===== src/rtl/core/lpr_pkg.sv =====
package lpr_pkg;

  localparam int PAGE_W     = 16;
  localparam int INDEX_W    = 4;
  localparam int COUNT_W    = 32;
  localparam int FC_W       = 5;
  localparam int APB_ADDR_W = 3;
  localparam int APB_DATA_W = 32;

  localparam logic [FC_W-1:0] FRAME_COUNT_RST = 5'd16;

  // register select is paddr[2]; one register at word 0
  localparam logic REG_FRAME_COUNT = 1'b0;

  typedef struct packed {
    logic [PAGE_W-1:0] page;
    logic              start_seq;
    logic              last_ref;
  } lpr_item_t;

  typedef struct packed {
    logic               fault;
    logic [INDEX_W-1:0] frame_index;
    logic               evicted_valid;
    logic [PAGE_W-1:0]  evicted_page;
    logic [COUNT_W-1:0] fault_total;
    logic               seq_end;
  } lpr_result_t;

endpackage


===== src/rtl/core/lru_page_replacement_top.sv =====
// Inputs are registered in item_r and results in res_r; out_valid rises with the registered result.
// Throughput: one transaction per cycle; lookup, fill and LRU update of all frames
// complete combinationally between the input and result registers.
// busy stays low, and results are strobed for one cycle with no backpressure.
// Reset (rst_n, synchronous, active low) invalidates all frames, clears the fault
// count and sets frame_count to 16.
module lru_page_replacement_top import lpr_pkg::*; #(
  parameter int FRAMES    = 16,
  parameter int PAGE_BITS = 16
) (
  input  logic                  clk,
  input  logic                  rst_n,
  input  logic                  start,
  output logic                  busy,
  input  logic [PAGE_W-1:0]     in_page,
  input  logic                  in_start_sequence,
  input  logic                  in_last_reference,
  output logic                  out_valid,
  output logic                  out_fault,
  output logic [INDEX_W-1:0]    out_frame_index,
  output logic                  out_evicted_valid,
  output logic [PAGE_W-1:0]     out_evicted_page,
  output logic [COUNT_W-1:0]    out_fault_total,
  output logic                  out_sequence_end,
  input  logic                  psel,
  input  logic                  penable,
  input  logic                  pwrite,
  input  logic [APB_ADDR_W-1:0] paddr,
  input  logic [APB_DATA_W-1:0] pwdata,
  output logic [APB_DATA_W-1:0] prdata,
  output logic                  pready
);

  localparam int NW = $clog2(FRAMES + 1);

  logic [FC_W-1:0]   frame_count_r;
  logic [NW-1:0]     n_active;
  logic [FRAMES-1:0] act;
  logic              item_v_r, out_valid_r;
  lpr_item_t         item_r;
  lpr_result_t       res, res_r;

  assign busy   = 1'b0;
  assign pready = 1'b1;
  assign prdata = (paddr[2] == REG_FRAME_COUNT) ? APB_DATA_W'(frame_count_r) : '0;

  always_ff @(posedge clk) begin
    if (!rst_n) begin
      frame_count_r <= FRAME_COUNT_RST;
    end else if (psel && penable && pwrite && paddr[2] == REG_FRAME_COUNT) begin
      frame_count_r <= pwdata[FC_W-1:0];
    end
  end

  always_comb begin
    if (frame_count_r == '0) begin
      n_active = NW'(1);
    end else if (frame_count_r > FRAMES) begin
      n_active = NW'(FRAMES);
    end else begin
      n_active = NW'(frame_count_r);
    end
    for (int i = 0; i < FRAMES; i++) begin
      act[i] = (i < n_active);
    end
  end

  always_ff @(posedge clk) begin
    if (!rst_n) begin
      item_v_r    <= 1'b0;
      out_valid_r <= 1'b0;
    end else begin
      item_v_r    <= start && !busy;
      out_valid_r <= item_v_r;
    end
  end

  always_ff @(posedge clk) begin
    if (start && !busy) begin
      item_r.page      <= in_page;
      item_r.start_seq <= in_start_sequence;
      item_r.last_ref  <= in_last_reference;
    end
    if (item_v_r) res_r <= res;
  end

  lpr_frames #(.FRAMES(FRAMES), .PAGE_BITS(PAGE_BITS)) u_frames (
    .clk    (clk),
    .rst_n  (rst_n),
    .item_v (item_v_r),
    .item   (item_r),
    .act    (act),
    .res    (res)
  );

  assign out_valid         = out_valid_r;
  assign out_fault         = res_r.fault;
  assign out_frame_index   = res_r.frame_index;
  assign out_evicted_valid = res_r.evicted_valid;
  assign out_evicted_page  = res_r.evicted_page;
  assign out_fault_total   = res_r.fault_total;
  assign out_sequence_end  = res_r.seq_end;

endmodule


===== src/rtl/core/lpr_victim.sv =====
module lpr_victim #(
  parameter int FRAMES = 16,
  localparam int AW = (FRAMES > 1) ? $clog2(FRAMES) : 1,
  localparam int IW = (FRAMES > 1) ? $clog2(FRAMES) : 1
) (
  input  logic [FRAMES-1:0]         act,
  input  logic [FRAMES-1:0][AW-1:0] age,
  output logic [IW-1:0]             vic_idx,
  output logic [AW-1:0]             vic_age
);

  localparam int LV = (FRAMES > 1) ? $clog2(FRAMES) : 0;
  localparam int P  = 1 << LV;

  logic          nv [LV+1][P];
  logic [AW-1:0] na [LV+1][P];
  logic [IW-1:0] ni [LV+1][P];

  // max-age tree over active frames, left side wins ties
  always_comb begin
    for (int l = 0; l <= LV; l++) begin
      for (int k = 0; k < P; k++) begin
        nv[l][k] = 1'b0;
        na[l][k] = '0;
        ni[l][k] = '0;
      end
    end
    for (int k = 0; k < FRAMES; k++) begin
      nv[0][k] = act[k];
      na[0][k] = age[k];
      ni[0][k] = IW'(k);
    end
    for (int l = 0; l < LV; l++) begin
      for (int k = 0; k < (P >> (l + 1)); k++) begin
        if (nv[l][2*k+1] && (!nv[l][2*k] || na[l][2*k+1] > na[l][2*k])) begin
          nv[l+1][k] = 1'b1;
          na[l+1][k] = na[l][2*k+1];
          ni[l+1][k] = ni[l][2*k+1];
        end else begin
          nv[l+1][k] = nv[l][2*k];
          na[l+1][k] = na[l][2*k];
          ni[l+1][k] = ni[l][2*k];
        end
      end
    end
    vic_idx = ni[LV][0];
    vic_age = na[LV][0];
  end

endmodule


===== src/rtl/core/lpr_frames.sv =====
module lpr_frames import lpr_pkg::*; #(
  parameter int FRAMES    = 16,
  parameter int PAGE_BITS = 16
) (
  input  logic              clk,
  input  logic              rst_n,
  input  logic              item_v,
  input  lpr_item_t         item,
  input  logic [FRAMES-1:0] act,
  output lpr_result_t       res
);

  localparam int IW = (FRAMES > 1) ? $clog2(FRAMES) : 1;
  localparam int AW = IW;
  localparam int PW = (PAGE_BITS < PAGE_W) ? PAGE_BITS : PAGE_W;

  logic [FRAMES-1:0][PW-1:0] page_r;
  logic [FRAMES-1:0][AW-1:0] age_r, age_nxt;
  logic [FRAMES-1:0]         valid_r, valid_nxt;
  logic [FRAMES-1:0]         eff_valid, match, empty, hit_oh, fill_oh, vic_oh, slot_oh;
  logic [COUNT_W-1:0]        cnt_r, cnt_nxt, cnt_base;
  logic                      hit, found, evict, inc_all;
  logic [IW-1:0]             vic_idx, slot_idx;
  logic [AW-1:0]             vic_age, hit_age, old_rank;
  logic [PW-1:0]             pg, ev_page;

  lpr_victim #(.FRAMES(FRAMES)) u_victim (
    .act     (act),
    .age     (age_r),
    .vic_idx (vic_idx),
    .vic_age (vic_age)
  );

  always_comb begin
    pg        = item.page[PW-1:0];
    eff_valid = item.start_seq ? '0 : valid_r;
    for (int i = 0; i < FRAMES; i++) begin
      match[i]  = act[i] & eff_valid[i] & (page_r[i] == pg);
      vic_oh[i] = (vic_idx == IW'(i));
    end
    empty   = act & ~eff_valid;
    // lowest set bit
    hit_oh  = match & (~match + FRAMES'(1));
    fill_oh = empty & (~empty + FRAMES'(1));
    hit     = |match;
    found   = |empty;
    evict   = !hit && !found;
    inc_all = !hit && found;
    slot_oh = hit ? hit_oh : (found ? fill_oh : vic_oh);

    hit_age  = '0;
    ev_page  = '0;
    slot_idx = '0;
    for (int i = 0; i < FRAMES; i++) begin
      if (hit_oh[i]) hit_age = hit_age | age_r[i];
      if (vic_oh[i]) ev_page = ev_page | page_r[i];
      if (slot_oh[i]) slot_idx = slot_idx | IW'(i);
    end
    old_rank = hit ? hit_age : vic_age;

    for (int i = 0; i < FRAMES; i++) begin
      age_nxt[i] = age_r[i];
      if (slot_oh[i]) begin
        age_nxt[i] = '0;
      end else if (eff_valid[i] && (inc_all || age_r[i] < old_rank)) begin
        age_nxt[i] = age_r[i] + 1'b1;
      end
    end
    valid_nxt = eff_valid | slot_oh;

    cnt_base = item.start_seq ? '0 : cnt_r;
    cnt_nxt  = (!hit && cnt_base != '1) ? cnt_base + 1'b1 : cnt_base;

    res.fault         = !hit;
    res.frame_index   = INDEX_W'(slot_idx);
    res.evicted_valid = evict;
    res.evicted_page  = evict ? PAGE_W'(ev_page) : '0;
    res.fault_total   = cnt_nxt;
    res.seq_end       = item.last_ref;
  end

  always_ff @(posedge clk) begin
    if (!rst_n) begin
      valid_r <= '0;
      age_r   <= '0;
      cnt_r   <= '0;
    end else if (item_v) begin
      valid_r <= valid_nxt;
      age_r   <= age_nxt;
      cnt_r   <= cnt_nxt;
    end
  end

  always_ff @(posedge clk) begin
    if (item_v && !hit) begin
      for (int i = 0; i < FRAMES; i++) begin
        if (slot_oh[i]) page_r[i] <= pg;
      end
    end
  end

  a_slot_onehot: assert property (@(posedge clk) disable iff (!rst_n)
    item_v |-> $onehot(slot_oh))
    else $error("slot select not one-hot");

  a_evict_full: assert property (@(posedge clk) disable iff (!rst_n)
    item_v && evict |-> (act & ~eff_valid) == '0)
    else $error("eviction while an active frame is empty");

  a_cnt_mono: assert property (@(posedge clk) disable iff (!rst_n)
    item_v && !item.start_seq |=> cnt_r >= $past(cnt_r))
    else $error("fault count went down without a new sequence");

  a_valid_keep: assert property (@(posedge clk) disable iff (!rst_n)
    item_v && !item.start_seq |=> (valid_r & $past(valid_r)) == $past(valid_r))
    else $error("frame lost its valid bit without a new sequence");

endmodule

===== config.mk =====
export PLATFORM = sky130hd
export DESIGN_NAME = lru_page_replacement_top
export DESIGN_NICKNAME = d
export VERILOG_FILES = /design/src/rtl/core/lpr_pkg.sv /design/src/rtl/core/lru_page_replacement_top.sv /design/src/rtl/core/lpr_victim.sv /design/src/rtl/core/lpr_frames.sv
export SDC_FILE = /design/constraint.sdc
export NUM_CORES = 1
export LEC_CHECK = 0
export ABC_AREA = 0
export BUFFER_PORTS_ARGS = -buffer_cell sky130_fd_sc_hd__buf_2
export CAP_MARGIN = 20
export CELL_PAD_IN_SITES_DETAIL_PLACEMENT = 1
export CELL_PAD_IN_SITES_GLOBAL_PLACEMENT = 2
export CORE_MARGIN = 2
export CORE_UTILIZATION = 37
export DETAILED_ROUTE_END_ITERATION = 6
export GPL_ROUTABILITY_DRIVEN = 0
export GPL_TIMING_DRIVEN = 0
export PLACE_DENSITY_LB_ADDON = 0.1
export SYNTH_ARGS = -nofsm -noshare
export SYNTH_HDL_FRONTEND = slang
export SYNTH_SLANG_ARGS = --single-unit

===== constraint.sdc =====
create_clock -name clk -period 8.4 [get_ports clk]
set_input_delay 1.26 -clock clk [delete_from_list [all_inputs] [get_ports clk]]
set_output_delay 1.26 -clock clk [all_outputs]
set_load 0.02 [all_outputs]

* Word-level counts from Yosys, hierarchy flattened
Cells that the tools add are included.
Cells by class: add/sub/neg operators 19, magnitude comparators 48, eq/ne operators 32, multiplexer cells 130, bitwise operators 70, reduce and logical (&&, ||, !) cells 141
Operator list (count):
- 2-to-1 mux 4 bit | 77
- 2-to-1 mux 16 bit | 19
- == test 16 bit | 16
- OR 16 bit | 16
- adder 4 x 1 -> 4 bit (second input constant) | 16
- < comparator 4 bit | 16
- 2-to-1 mux 32 bit | 2
- AND reduction 2 bit | 32
- > comparator 4 bit | 15
- OR 4 bit | 15
- AND 16 bit | 3
- NOT 16 bit | 3
- < comparator 4 x 5 -> 1 bit (first input constant) | 8
- logical AND 1 bit | 38
- adder 16 x 1 -> 16 bit (second input constant) | 2
- adder 32 x 1 -> 32 bit (second input constant) | 1
- AND 1 bit | 32
- == test 4 bit (second input constant) | 8
- inequality test 32 bit (second input constant) | 1
- nonzero test 2 bit | 16
- OR reduction 16 bit | 2
- logical OR 1 bit | 31
- 2-to-1 mux 1 bit | 23
- < comparator 3 x 5 -> 1 bit (first input constant) | 4
- other kinds (16) | 44
Storage, ports and cells: bits in registers 448, input port bits 59, output and inout bits 90, word-level logic and storage cells 489

* Depth between registers and ports, before layout
word-level depth 52, gate-level depth with buffers 40, gate-level depth less buffers 38

* By module
From an unflattened synthesis, not the netlist that was laid out.
Second synthesis, totals: cell total of the unflattened synthesis 2811, area total of the unflattened synthesis 28009.4 um2
By module, submodules not included:
- lpr_frames | instances 1, cells an instance 2187, area an instance 21889.7 um2, seq. area each 9929.5 um2
- lpr_victim | instances 1, cells an instance 460, area an instance 3239.4 um2, seq. area each 0.0 um2
- lru_page_replacement_top | instances 1, cells an instance 164, area an instance 2880.3 um2, seq. area each 2332.2 um2

* Worst setup path before layout
OpenSTA, ideal clock, no wires.
kind register to register, start register u_frames.age_r[4] (netlist bit), end register u_frames.age_r[63] (netlist bit), library setup time 0.074 ns, arrival time 8.145 ns, data required time 8.326 ns, path slack 0.180 ns, cell stages (with the launch flop) 35, buffers on the path 2, period minus slack after synthesis 8.220 ns, path through dfxtp_1 > clkbuf_1 > inv_1 > ha_1 > a41o_1 > a21oi_1 > mux2i_1 > inv_1 > ha_1 > a41o_1 > a21oi_1 > mux2_2 > ha_1 > and4_1 > a21oi_1 > a21boi_1 > nor2_1 > a21oi_1 > ha_1 > nor2b_1 > o21ai_0 > a32oi_1 > nand2_1 > clkbuf_1 > a211oi_1 > a211oi_1 > ha_1 > a21oi_1 > nor2b_1 > a311o_1 > o21ai_1 > a31oi_2 > nor3_1 > or3b_1 > a31oi_1
Between the ends: word-level cells in the longest chain between the ends 36, elaborated cells between the ends (all ways) 66, those cells by class 5 x order compare; 1 x eq/ne; 30 x mux; 15 x bitwise; 15 x reduce/logical
RTL lines:
- from (decl) | RTL line lpr_frames.sv:18 | logic [FRAMES-1:0][AW-1:0] age_r, age_nxt;
- from (signal assigned) | RTL line lpr_frames.sv:89 | age_r <= age_nxt;
- OR 4 bit | RTL line lpr_frames.sv:55 | if (hit_oh[i]) hit_age = hit_age | age_r[i];
- 2-to-1 mux 4 bit | RTL line lpr_frames.sv:55
- OR 4 bit | RTL line lpr_frames.sv:55
- 2-to-1 mux 4 bit | RTL line lpr_frames.sv:55
- OR 4 bit | RTL line lpr_frames.sv:55
- 2-to-1 mux 4 bit | RTL line lpr_frames.sv:55
- OR 4 bit | RTL line lpr_frames.sv:55
- 2-to-1 mux 4 bit | RTL line lpr_frames.sv:55
- [... 20 more ...]
- OR 4 bit | RTL line lpr_frames.sv:55
- 2-to-1 mux 4 bit | RTL line lpr_frames.sv:55
- 2-to-1 mux 4 bit | RTL line lpr_frames.sv:59 | old_rank = hit ? hit_age : vic_age;
- < comparator 4 bit | RTL line lpr_frames.sv:65 | end else if (eff_valid[i] && (inc_all || age_r[i] < old_rank)) begin
- logical OR 1 bit | RTL line lpr_frames.sv:65
- logical AND 1 bit | RTL line lpr_frames.sv:65
- nonzero test 2 bit (no source line)
- AND reduction 2 bit (no source line)
Several ways; a longest one is shown, not always the timed one. A chain may end at the register's enable or synchronous reset.

* Worst setup path in the final report
start register u_frames.age_r[1] (netlist bit), end register res_r, in the netlist out_frame_index[3], data pin
Between the ends: word-level cells in the longest chain between the ends 20, elaborated cells between the ends (all ways) 36, those cells by class 4 x order compare; 8 x eq/ne; 12 x mux; 12 x reduce/logical
RTL lines:
- > comparator 4 bit | RTL line lpr_victim.sv:35 | if (nv[l][2*k+1] && (!nv[l][2*k] || na[l][2*k+1] > na[l][2*k])) begin
- logical OR 1 bit | RTL line lpr_victim.sv:35
- logical AND 1 bit | RTL line lpr_victim.sv:35
- 2-to-1 mux 4 bit or 2-to-1 mux 1 bit (tied branches) | RTL line lpr_victim.sv:35
- > comparator 4 bit or zero test 1 bit (tied branches) | RTL line lpr_victim.sv:35
- logical OR 1 bit | RTL line lpr_victim.sv:35
- logical AND 1 bit | RTL line lpr_victim.sv:35
- 2-to-1 mux 4 bit or 2-to-1 mux 1 bit (tied branches) | RTL line lpr_victim.sv:35
- [... 3 more ...]
- 2-to-1 mux 4 bit or 2-to-1 mux 1 bit (tied branches) | RTL line lpr_victim.sv:35
- > comparator 4 bit or zero test 1 bit (tied branches) | RTL line lpr_victim.sv:35
- logical OR 1 bit | RTL line lpr_victim.sv:35
- logical AND 1 bit | RTL line lpr_victim.sv:35
- 2-to-1 mux 4 bit (*) | RTL line lpr_victim.sv:35
- == test 4 bit | RTL line lpr_frames.sv:39 | vic_oh[i] = (vic_idx == IW'(i));
- 2-to-1 mux 16 bit (*) (2 in a row) | RTL line lpr_frames.sv:49 | slot_oh = hit ? hit_oh : (found ? fill_oh : vic_oh);
- OR reduction 8 bit (no source line) (*)
- to (signal assigned) | RTL line lru_page_replacement_top.sv:84 | if (item_v_r) res_r <= res;
- to (decl) | RTL line lru_page_replacement_top.sv:41 | lpr_result_t res, res_r;
Every way passes the cells marked *; elsewhere a longest branch is shown, timed or not.

==> summary.txt <==
Critical path
  • Most used cell along the critical path: ha_1
  • Slowest-stage cell, CP: o21a_1
  • Critical path class: reg -> reg
  • Critical Path RT: 8750 ps
  • Arrival time at the worst endpoint: 8650 ps
  • CP peak stage delay: 570 ps
  • Critical Path Start Type: flop
  • Worst path top cell family by delay: compound AO/OA/AOI/OAI gates
  • Critical path peak fanout: 9
  • WP buf/inv: 3
  • CP endpoint kind: flop

Global route
  • Pin count of the biggest net entering global routing: 41
  • Number of global-route vias before repair: 25.4k
  • Global-route wire length before repair: 178 mm
  • Gr usage total: 31.5%
  • Remaining global-route overflow: 0
  • Initial antenna violation count: 5

Timing
  • Layout Skew: 34.9 ps
  • Fin Setup TNS: 0 ps
  • Hold WS: 423 ps
  • Fin crit period: 8300 ps
  • Max Freq: 120 MHz
  • Relative slew slack: 17.8%
  • Hold Fails Final Rpt: 0
  • Worst-margin pin slew: 1230 ps
  • Final WS setup: 100 ps
  • Tcrit/Tclk final: 98.8%
  • Final Max Slew Viols: 0
  • Count of final setup violators: 0

Yosys
  • FF+latch count, synth: 448
  • Synthesized area: 0.0278 mm2
  • EDFF count, synth: 329
  • Sequential element share of the synthesized area: 44.2%
  • Gate Count Post-Synth: 2,752
  • Most common cell in the synthesized netlist: edfxtp_1
  • Yosys warns: 0
  • Share of the synthesized area in the top cell type: 35.6%
  • Top cells by area, synth: edfxtp_1 36%, dfxtp_1 8.6%, ha_1 5.6%, xor2_1 5.1%, xnor2_1 3.9%
  • Post-synth top cells: 329 x edfxtp_1, 204 x nor2_1, 175 x nand2_1
  • Ys async rst share: 0%
  • Leading area contributor after synthesis: edfxtp_1
  • Distinct cell type count after synthesis: 105
  • Synthesized area per cell: 10.1 um2
  • Top_reg_cell synth: edfxtp_1

Detailed routing
  • Routed wire per std cell: 31.2 um
  • DRT antenna net count: 0
  • DRC: 0
  • Vias: 24.9k
  • Final WL: 125 mm
  • Via-per-instance ratio: 6.22
  • DR pass1 iterations: 6
  • DRT iter0 DRCs: 2,060

Job
  • # Max-Cap Violations: 0

Placement
  • Dpl hpwl: 98.7 mm
  • Dpl ws: -2040 ps
  • Placed cell count: 3,863
  • PortBufs: 90

Pwr
  • Peak supply drop: 0.000173 V
  • P per Cell Area: 165 mW/mm2
  • Static Leakage: 11.4 nW

Die
  • Die height: 278 um
  • IO Pins: 149
  • FP Rows: 100
  • Width of the die: 278 um
  • Core Region: 0.0743 mm2
  • Initial core utilization: 37.4%
  • Die area: 0.0773 mm2

Finish
  • Layout Area Growth over Synthesis: 18.0%
  • Non-filler cells, final: 4,008
  • Nets: 3,176
  • Fraction of layout cells with a size suffix above 1: 17.3%
  • Fill cells: 8,250

Clocking
  • Buffer depth of the longest clock path: 3
  • Htree depth: 2
  • Num CTS Buffers: 54
  • Sink Count: 448
  • Post-CTS Hold Buffers: 0
  • Root Buffer: clkbuf_16
  • Skew-Pair Late Insertion Delay: 630 ps
  • CTS tree: done
  • Clk slew on worst S/H paths: 60 ps

Hold path
  • Hold Path Class: reg -> reg

Status
  • Status: completed
-- through the flow --
| stage | util [%] | area [um2] | power (W) |
|---|---|---|---|
| after floorplan | - | 27900 | 0.00278 |
| after global placement | 39.7 | 29500 | 0.00301 |
| after detailed placement | 40.2 | 29900 | 0.00302 |
| after CTS | 43.5 | 32300 | 0.00543 |
| after global routing | 44.1 | 32800 | 0.00554 |
| final | 44.1 | 32800 | 0.00540 |
-- flip-flops by register name (all words and copies together), names as in the netlist, 4 cells and up --
register	flops
out_frame_index	4
out_fault_total	32
u_frames.cnt_r	32
out_evicted_page	16
u_frames.page_r	256
u_frames.valid_r	16
item_r	18
u_frames.age_r	64
frame_count_r	5
-- layer usage --
metal | vias up | part of all wire (%) | global-route usage (%)
met5 | - | 0 | 0
met2 | 1012 | 48 | 54.0
met1 | 12723 | 40 | 39.2
li1 | 10911 | - | -
met4 | 0 | 5.3 | 14.3
met3 | 284 | 6.4 | 4.61
-- final timing paths --
kind / from / end / slack, ps / cells after the start
worst min-delay path: item_r[0] / out_sequence_end / 420 / 0
worst max register to register: u_frames.age_r[1] / out_frame_index[3] / 100 / 30
worst max-delay path: u_frames.age_r[1] / out_frame_index[3] / 100 / 30
worst min register to register: item_r[0] / out_sequence_end / 420 / 0
-- kinds of logic (layout without fill, tap and decap cells) --
| logic type | count (synthesis) | after routing | synth area share (%) |
|---|---|---|---|
| and+or+nand+nor | 988 | 988 | 18.9 |
| xor gates and xnor gates | 286 | 286 | 9.02 |
| other | 2 | 31 | 0.0270 |
| DFF | 448 | 448 | 44.2 |
| adders and majority gates | 125 | 125 | 5.63 |
| AOI/OAI and AO/OA | 623 | 623 | 16.4 |
| buffers and inverters | 231 | 489 | 3.99 |
| muxes | 49 | 49 | 1.85 |
-- what timing repair did --
action / CTS / global route
gates resized for setup: 109 / 85
hold endpoints to repair: 0 / 0
cloned: 0 / 1
setup endpoints to repair: 356 / 290
buffers inserted: 18 / 23
pin swaps: 11 / 23
-- report_power, final --
group | switching [W] | leakage [nW] | total, W | internal (W)
sequential | 0.0000489 | 3.97 | 0.00246 | 0.00241
clock | 0.00101 | 0.864 | 0.00241 | 0.00139
combinational | 0.000380 | 6.53 | 0.000541 | 0.000160
total | 0.00144 | 11.4 | 0.00540 | 0.00396
-- worst reg2reg max path, delay by kind of cell, from the launching register on --
kind | cells | cell delay (ps)
compound gates | 12 | 3260
simple gates | 9 | 2140
fa+ha+maj | 4 | 1160
mux | 2 | 720
flops | 1 | 390
buf+inv | 3 | 380
-- final cells by class --
cell class                 count  area, um2  share of cell area [%]
buffer                       157        882                    2.69
inverter                      71        273                   0.832
tap                          969       1210                    3.70
clock buffer                  65       1420                    4.34
antenna                        2       5.00                  0.0153
sequential                   448      12300                    37.5
clock inverter                36        364                    1.11
multi-input combinational   2100      15200                    46.4
timing repair buffer         160       1110                    3.38
-- cells in the final DEF, fill, tap and decap left out, types with 18 or more instances in the layout --
| cell | netlist | layout |
|---|---|---|
| o21a_1 | 24 | 24 |
| a21oi_1 | 150 | 124 |
| xor2_1 | 162 | 162 |
| o211ai_1 | 25 | 25 |
| clkbuf_1 | 77 | 67 |
| nor3_1 | 98 | 85 |
| nand4b_1 | 20 | 20 |
| nor2b_1 | 53 | 52 |
| and3_1 | 34 | 34 |
| nand4_1 | 79 | 79 |
| a22o_1 | 97 | 97 |
| o21ai_0 | 76 | 70 |
| dfxtp_1 | 119 | 91 |
| buf_4 | 54 | 113 |
| buf_2 | 24 | 108 |
| ha_1 | 125 | 125 |
| mux2_2 | 19 | 19 |
| a221o_1 | 34 | 33 |
| nand3_1 | 98 | 97 |
| nor4_1 | 59 | 58 |
| mux2i_1 | 30 | 25 |
| nand2b_1 | 20 | 20 |
| a31oi_1 | 25 | 22 |
| edfxtp_1 | 329 | 329 |
| nor2_1 | 204 | 187 |
| or3_1 | 31 | 30 |
| a21oi_2 | 2 | 18 |
| inv_1 | 70 | 68 |
| dfxtp_2 | 0 | 25 |
| nand2_1 | 175 | 171 |
| conb_1 | 2 | 29 |
| xnor2_1 | 124 | 124 |
| clkbuf_16 | 0 | 55 |
(Power assumes the default switching activity.)
